===== config.mk =====
export PLATFORM = sky130hd
export DESIGN_NAME = sorted_nearest_key_table_unit
export DESIGN_NICKNAME = d
export VERILOG_FILES = /design/src/design/sntk_pkg.sv /design/src/design/sorted_nearest_key_table_unit.sv /design/src/design/sntk_ram.sv
export SDC_FILE = /design/constraint.sdc
export NUM_CORES = 1
export LEC_CHECK = 0
export ABC_AREA = 1
export BUFFER_PORTS_ARGS = -buffer_cell sky130_fd_sc_hd__buf_4
export CORE_MARGIN = 5
export CORE_UTILIZATION = 50
export CTS_CLUSTER_SIZE = 10
export DETAILED_ROUTE_END_ITERATION = 8
export PLACE_DENSITY = 0.63
export SETUP_SLACK_MARGIN = 0.3
export SYNTH_ARGS = -nofsm -noshare
export SYNTH_HDL_FRONTEND = slang
export SYNTH_SLANG_ARGS = --single-unit

===== constraint.sdc =====
create_clock -name i_clk -period 11.35 [get_ports i_clk]
set_input_delay 2.27 -clock i_clk [delete_from_list [all_inputs] [get_ports i_clk]]
set_output_delay 2.27 -clock i_clk [all_outputs]
set_load 0.02 [all_outputs]

===== src/design/sntk_pkg.sv =====
// Shared constants and types for the sorted nearest-key table.
`default_nettype none

package sntk_pkg;

    localparam int KEY_BITS            = 32;
    localparam int DEF_TABLE_DEPTH     = 16;
    localparam int DEF_HANDLE_BITS     = 8;

    localparam logic OP_INSERT = 1'b0;
    localparam logic OP_LOOKUP = 1'b1;

endpackage

`default_nettype wire


===== src/design/sorted_nearest_key_table_unit.sv =====
// Top level: sorted key/handle table with ordered insert and nearest-key lookup.
//
//  channel | direction | handshake                 | payload
//  --------+-----------+---------------------------+----------------------------------------
//  in      | request   | i_in_valid / o_in_ready   | i_opcode, i_key, i_handle
//  out     | result    | o_out_valid / i_out_ready | o_found_key, o_found_handle,
//          |           |                           | o_table_empty, o_insert_refused
//
// One request at a time; the table sits in one memory with registered read data.
// Insert: entries above the new key shift up one slot and the new key fills the gap;
// a full table is refused. Lookup scans up from slot 0 to the first key not below the
// request (else the last), then gives the nearer of it and the entry below; a tie goes up.
// Reset clears the entry count and control state only; no clearing pass.
// A waiting result does not block the next request from being accepted.
`default_nettype none

module sorted_nearest_key_table_unit
    import sntk_pkg::*;
#(
    parameter int TABLE_DEPTH = DEF_TABLE_DEPTH,
    parameter int HANDLE_BITS = DEF_HANDLE_BITS
) (
    input  wire logic                   i_clk,
    input  wire logic                   i_rst_n,
    input  wire logic                   i_in_valid,
    output logic                        o_in_ready,
    input  wire logic                   i_opcode,
    input  wire logic [KEY_BITS-1:0]    i_key,
    input  wire logic [HANDLE_BITS-1:0] i_handle,
    output logic                        o_out_valid,
    input  wire logic                   i_out_ready,
    output logic      [KEY_BITS-1:0]    o_found_key,
    output logic      [HANDLE_BITS-1:0] o_found_handle,
    output logic                        o_table_empty,
    output logic                        o_insert_refused
);

    localparam int CW = $clog2(TABLE_DEPTH + 1);
    localparam int IW = $clog2(TABLE_DEPTH);
    localparam int EW = KEY_BITS + HANDLE_BITS;

    typedef enum logic [2:0] {
        S_IDLE,
        S_INS_RD,
        S_INS_CMP,
        S_LK_RD,
        S_LK_CMP,
        S_LK_PICK,
        S_EMIT
    } t_state;

    t_state                 r_state;
    logic [CW-1:0]          r_count;
    logic [CW-1:0]          r_idx;
    logic [KEY_BITS-1:0]    r_key;
    logic [HANDLE_BITS-1:0] r_handle;
    logic [EW-1:0]          r_prev;
    logic [EW-1:0]          r_cand;
    logic [KEY_BITS-1:0]    r_below;
    logic [KEY_BITS-1:0]    r_above;
    logic [EW-1:0]          r_res;
    logic                   r_res_empty;
    logic                   r_res_refused;

    logic                   mem_we;
    logic [IW-1:0]          mem_waddr;
    logic [EW-1:0]          mem_wdata;
    logic [IW-1:0]          mem_raddr;
    logic [EW-1:0]          mem_rdata;
    logic [KEY_BITS-1:0]    rd_key;
    logic [KEY_BITS-1:0]    prev_key;
    logic [EW-1:0]          new_entry;
    logic                   in_fire;
    logic                   out_free;
    logic [CW-1:0]          idx_dec;

    assign rd_key    = mem_rdata[EW-1:HANDLE_BITS];
    assign prev_key  = r_prev[EW-1:HANDLE_BITS];
    assign new_entry = {r_key, r_handle};
    assign idx_dec   = r_idx - CW'(1);
    assign in_fire   = i_in_valid && o_in_ready;
    assign out_free  = !o_out_valid || i_out_ready;
    assign o_in_ready = (r_state == S_IDLE);

    always_comb begin
        mem_we    = 1'b0;
        mem_waddr = r_idx[IW-1:0];
        mem_wdata = new_entry;
        mem_raddr = r_idx[IW-1:0];
        unique case (r_state)
            S_INS_RD: begin
                mem_raddr = idx_dec[IW-1:0];
                mem_we    = (r_idx == '0);
            end
            S_INS_CMP: begin
                mem_we = 1'b1;
                if (r_key < rd_key) begin
                    mem_wdata = mem_rdata;
                end
            end
            default: begin
            end
        endcase
    end

    sntk_ram #(
        .DEPTH (TABLE_DEPTH),
        .WIDTH (EW),
        .AW    (IW)
    ) u_ram (
        .i_clk   (i_clk),
        .i_we    (mem_we),
        .i_waddr (mem_waddr),
        .i_wdata (mem_wdata),
        .i_raddr (mem_raddr),
        .o_rdata (mem_rdata)
    );

    always_ff @(posedge i_clk) begin
        if (!i_rst_n) begin
            r_state     <= S_IDLE;
            r_count     <= '0;
            o_out_valid <= 1'b0;
        end else begin
            if (o_out_valid && i_out_ready && (r_state != S_EMIT)) begin
                o_out_valid <= 1'b0;
            end
            unique case (r_state)
                S_IDLE: begin
                    if (in_fire) begin
                        r_key         <= i_key;
                        r_handle      <= i_handle;
                        r_res         <= '0;
                        r_res_empty   <= 1'b0;
                        r_res_refused <= 1'b0;
                        if (i_opcode == OP_INSERT) begin
                            r_idx <= r_count;
                            if (r_count == CW'(TABLE_DEPTH)) begin
                                r_res_refused <= 1'b1;
                                r_state       <= S_EMIT;
                            end else begin
                                r_state <= S_INS_RD;
                            end
                        end else begin
                            r_idx <= '0;
                            if (r_count == '0) begin
                                r_res_empty <= 1'b1;
                                r_state     <= S_EMIT;
                            end else begin
                                r_state <= S_LK_RD;
                            end
                        end
                    end
                end
                S_INS_RD: begin
                    if (r_idx == '0) begin
                        r_count <= r_count + CW'(1);
                        r_state <= S_EMIT;
                    end else begin
                        r_state <= S_INS_CMP;
                    end
                end
                S_INS_CMP: begin
                    if (r_key < rd_key) begin
                        r_idx   <= idx_dec;
                        r_state <= S_INS_RD;
                    end else begin
                        r_count <= r_count + CW'(1);
                        r_state <= S_EMIT;
                    end
                end
                S_LK_RD: begin
                    r_state <= S_LK_CMP;
                end
                S_LK_CMP: begin
                    if (r_key > rd_key) begin
                        r_prev <= mem_rdata;
                        if ((r_idx + CW'(1)) == r_count) begin
                            r_res   <= mem_rdata;
                            r_state <= S_EMIT;
                        end else begin
                            r_idx   <= r_idx + CW'(1);
                            r_state <= S_LK_RD;
                        end
                    end else if (r_idx == '0) begin
                        r_res   <= mem_rdata;
                        r_state <= S_EMIT;
                    end else begin
                        r_cand  <= mem_rdata;
                        r_below <= r_key - prev_key;
                        r_above <= rd_key - r_key;
                        r_state <= S_LK_PICK;
                    end
                end
                S_LK_PICK: begin
                    r_res   <= (r_below < r_above) ? r_prev : r_cand;
                    r_state <= S_EMIT;
                end
                S_EMIT: begin
                    if (out_free) begin
                        o_out_valid      <= 1'b1;
                        o_found_key      <= r_res[EW-1:HANDLE_BITS];
                        o_found_handle   <= r_res[HANDLE_BITS-1:0];
                        o_table_empty    <= r_res_empty;
                        o_insert_refused <= r_res_refused;
                        r_state          <= S_IDLE;
                    end
                end
                default: begin
                    r_state <= S_IDLE;
                end
            endcase
        end
    end

`ifndef NO_ASSERTIONS
    a_count_bound: assert property (@(posedge i_clk) disable iff (!i_rst_n)
        r_count <= CW'(TABLE_DEPTH))
        else $error("entry count exceeds table depth");

    a_count_step: assert property (@(posedge i_clk) disable iff (!i_rst_n)
        $past(i_rst_n) |->
            (r_count == $past(r_count) || r_count == $past(r_count) + CW'(1)))
        else $error("entry count moved by more than one");

    a_one_request: assert property (@(posedge i_clk) disable iff (!i_rst_n)
        in_fire |=> !o_in_ready)
        else $error("request accepted while another is in progress");

    a_refused_clean: assert property (@(posedge i_clk) disable iff (!i_rst_n)
        (o_out_valid && o_insert_refused) |-> (o_found_key == '0 && !o_table_empty))
        else $error("refused insert carries lookup data");
`endif

endmodule

`default_nettype wire


===== src/design/sntk_ram.sv =====
// Single-port-write, single-port-read table memory with registered read data.
`default_nettype none

module sntk_ram
    import sntk_pkg::*;
#(
    parameter int DEPTH = DEF_TABLE_DEPTH,
    parameter int WIDTH = KEY_BITS + DEF_HANDLE_BITS,
    parameter int AW    = $clog2(DEPTH)
) (
    input  wire logic             i_clk,
    input  wire logic             i_we,
    input  wire logic [AW-1:0]    i_waddr,
    input  wire logic [WIDTH-1:0] i_wdata,
    input  wire logic [AW-1:0]    i_raddr,
    output logic      [WIDTH-1:0] o_rdata
);

    logic [WIDTH-1:0] r_mem [DEPTH];

    always_ff @(posedge i_clk) begin
        if (i_we) begin
            r_mem[i_waddr] <= i_wdata;
        end
        o_rdata <= r_mem[i_raddr];
    end

endmodule

`default_nettype wire

==> flow_summary.ini <==
[synthesis]
yosysWarnings = 0
synth.most_common_cell = edfxtp_1
synthTopCellsByCount = edfxtp_1 (913), nor2_1 (457), nand2_1 (370), o21ai_0 (338), inv_1 (250)
muxShareOfSynthArea_pct = 0.2927
syn_inst = 3349
yosysTopAreaCell = edfxtp_1
synth_edf_count = 913
synth_fa_ha_area_share_pct = 3.147
synth_top_family_by_area = compound AO/OA/AOI/OAI gates
async_flop_share_pct = 0
synth_xor_area_share_pct = 1.345
synth_seq_cells = 962
ys_seq_area_share_pct = 69.20
synth.avg_cell_area_sq_um = 12.25
yosys.area_share.simple_pct = 10.40
yosys.area.top_type_share_pct = 66.81
synth_area_sq_um = 41030
dominantRegCellSynth = edfxtp_1
synthesis.nets = 3496
synth.area.top_cells = edfxtp_1 (67%), nor2_1 (4.2%), o21ai_0 (4.1%)
yosys.cell_types.count = 51
synth_compound_area_share_pct = 11.36

[timing]
worst_pin_slew_ps = 1161
period_share_pct = 41.44
rsz0062_at_grt = no
finClkSkew_ps = 57.02
relSlewSlack_pct = 22.62
worst_slack_ps = 6646
timing.hold.ws_ps = 416.2
max_freq_mhz = 212.6
tns_ps = 0
drv_slew = 0
post-route-min-period_ps = 4704
finalHoldViolCount = 0
setup_viol = 0

[place]
globalplace.congestion = 0.9453
dp_hpwl_mm = 63.32
post-place-ws_ps = 6689
numPortBuffers = 88

[worst_setup_path]
cp_max_fo = 129
end_kind = register
critPathLaunchType = register
cp_data_required_time_ps = 11970
worst_ep_arrival_time_ps = 5330
worstSetupPathType = register to register

[global_routing]
grt_max_degree = 130
grt_use_total_pct = 24.51
overflow = 0
grt_pass1_vias = 26630
grt_antenna_before_repair = 3
grt_pass1_wl_mm = 162.2

[final_layout]
final_util_pct = 56.25
ff_latch_area_sq_um = 28400
final_net_count = 3577
drive_gt1_share_pct = 10.04
synthToLayoutAreaGrowth_pct = 12.02
nFillCells = 6567
multi_input_area_sq_um = 11100

[cts]
cts-root-buf = clkbuf_16
cts.path.max_buffers = 3
clock-sinks = 962
cts_tree = built
cts_resized = 0
post-cts-setup-buffer-count = 0
ctsHoldBuffers = 0
h-tree-depth = 3
clk_pin_slew_ps = 50
clk-insertion-delay-late_ps = 700
cts_buffers = 108

[pwr]
powerDensity_nw_per_um2 = 266.0
vdd_drop_max_uv = 199.9
swShare_pct = 37.84
p_int_mw = 7.599
p_comb_share_pct = 33.7
leakagePower_nw = 16.38
report.power.total_mw = 12.23
clkPwrFrac_pct = 25.8
switchingPower_mw = 4.627
power_frac_seq_pct = 40.6

[detailed_routing]
routed_via_density = 5.881
dr.pass1.iters = 6
drt.antenna.violating_nets = 0
drt_iter0_drc = 2728
vias = 26940
drcViolationCount = 0
wl_per_cell_um = 23.87
wl_mm = 109.3

[hold_path]
hp-class = register to register

[floorplan]
dieArea_sq_um = 87900
die_h_um = 296.5
dieWidth_um = 296.5
row_count = 105
core_area_sq_um = 81720
io_pins = 89
start_util_pct = 50.22

[flow_run]
maxCapViolCount = 0

[outcome]
status = completed
==> worst paths after layout <==
check        depth (start not counted)  slack (ps)                    endpoint                   startpoint
min reg2reg                          0         420  o_insert_refused$_DFFE_PP_  r_res_refused$_SDFFCE_PP0P_
max reg2reg                         11        6650   u_ram.o_rdata[29]$_DFF_P_      r_state[1]$_SDFFE_PN0P_
min                                  0         420  o_insert_refused$_DFFE_PP_  r_res_refused$_SDFFCE_PP0P_
max                                 11        6650   u_ram.o_rdata[29]$_DFF_P_      r_state[1]$_SDFFE_PN0P_
==> area by class of cell <==
cell class	instances	area share, %
diodes	3	0.01633
clock buffers	174	6.462
clock inverters	13	0.4219
inverters	257	2.129
multi-input cells	1970	24.14
flip-flops and latches	962	61.78
well taps	1070	2.912
repair buffers	131	2.139
==> layout by cell type, fill, tap and decap left out, drive strengths merged, types with 12 or more instances in the layout <==
cell type | netlist | routed
inv | 256 | 258
xor2 | 42 | 42
nor3 | 23 | 23
o221ai | 118 | 118
nand2 | 381 | 381
clkinv | 1 | 12
buf | 84 | 131
a21oi | 126 | 126
xnor2 | 21 | 21
dfxtp | 49 | 49
clkbuf | 76 | 174
o21ai | 377 | 377
nor2 | 467 | 467
edfxtp | 913 | 913
nand3 | 139 | 139
ha | 100 | 100
o211ai | 51 | 51
o22ai | 49 | 49
==> routing by layer <==
layer / up-vias / wire (um) / track usage [%]
met5: - / 0 / 0
met4: 0 / 3121 / 7.900
met3: 210 / 7916 / 3.823
met2: 1092 / 52410 / 40.58
met1: 13350 / 45890 / 33.77
li1: 12290 / - / -
==> critical path, cell delays in order (launching register included) <==
cell and delay (ps):
dfxtp_1 370, nor2_2 170, nand2_2 160, nand2_1 200
nand2_8 400, inv_8 770, buf_4 960, buf_4 770
o21ai_0 210, o221ai_1 260, nand3_1 130, nand2_1 90
==> sequential cells by signal, indices dropped and copies added, names as in the netlist <==
register	count
o_insert_refused	1
r_handle	8
o_found_handle	8
o_table_empty	1
r_state	3
r_key	32
o_out_valid	1
r_res	40
r_above	32
o_found_key	32
r_below	32
r_prev	40
r_cand	40
r_idx	5
u_ram.o_rdata	40
r_res_refused	1
r_count	5
r_res_empty	1
u_ram.r_mem	640
==> power by group through the flow <==
| stage | clock, mW | sequential [mW] | combinational (mW) |
|---|---|---|---|
| after global placement | 0 | 5.01 | 3.95 |
| after detailed placement | 0 | 5.02 | 4.07 |
| after global routing | 3.36 | 4.98 | 4.55 |
| final | 3.15 | 4.96 | 4.12 |
| after CTS | 3.20 | 4.95 | 4.09 |
| after floorplan | 0 | 4.83 | 2.93 |
==> stage by stage <==
step	instance area, sq um	cells
2_1_floorplan	41030	3349
3_3_place_gp	42800	4390
3_5_place_dp	42800	4390
4_1_cts	45960	4577
5_1_grt	45970	4579
6_report	45970	4580
==> logic make-up (layout without fill, tap and decap cells) <==
logic type	count (synthesis)	after routing
XOR/XNOR	63	63
AO/OA/AOI/OAI	761	761
multiplexers	8	8
other	0	3
buffers and inverters	417	575
adder cells (fa/ha/maj)	102	102
flip-flops	962	962
AND/OR/NAND/NOR	1036	1036
Note: power is estimated with default switching activity, not from simulation.
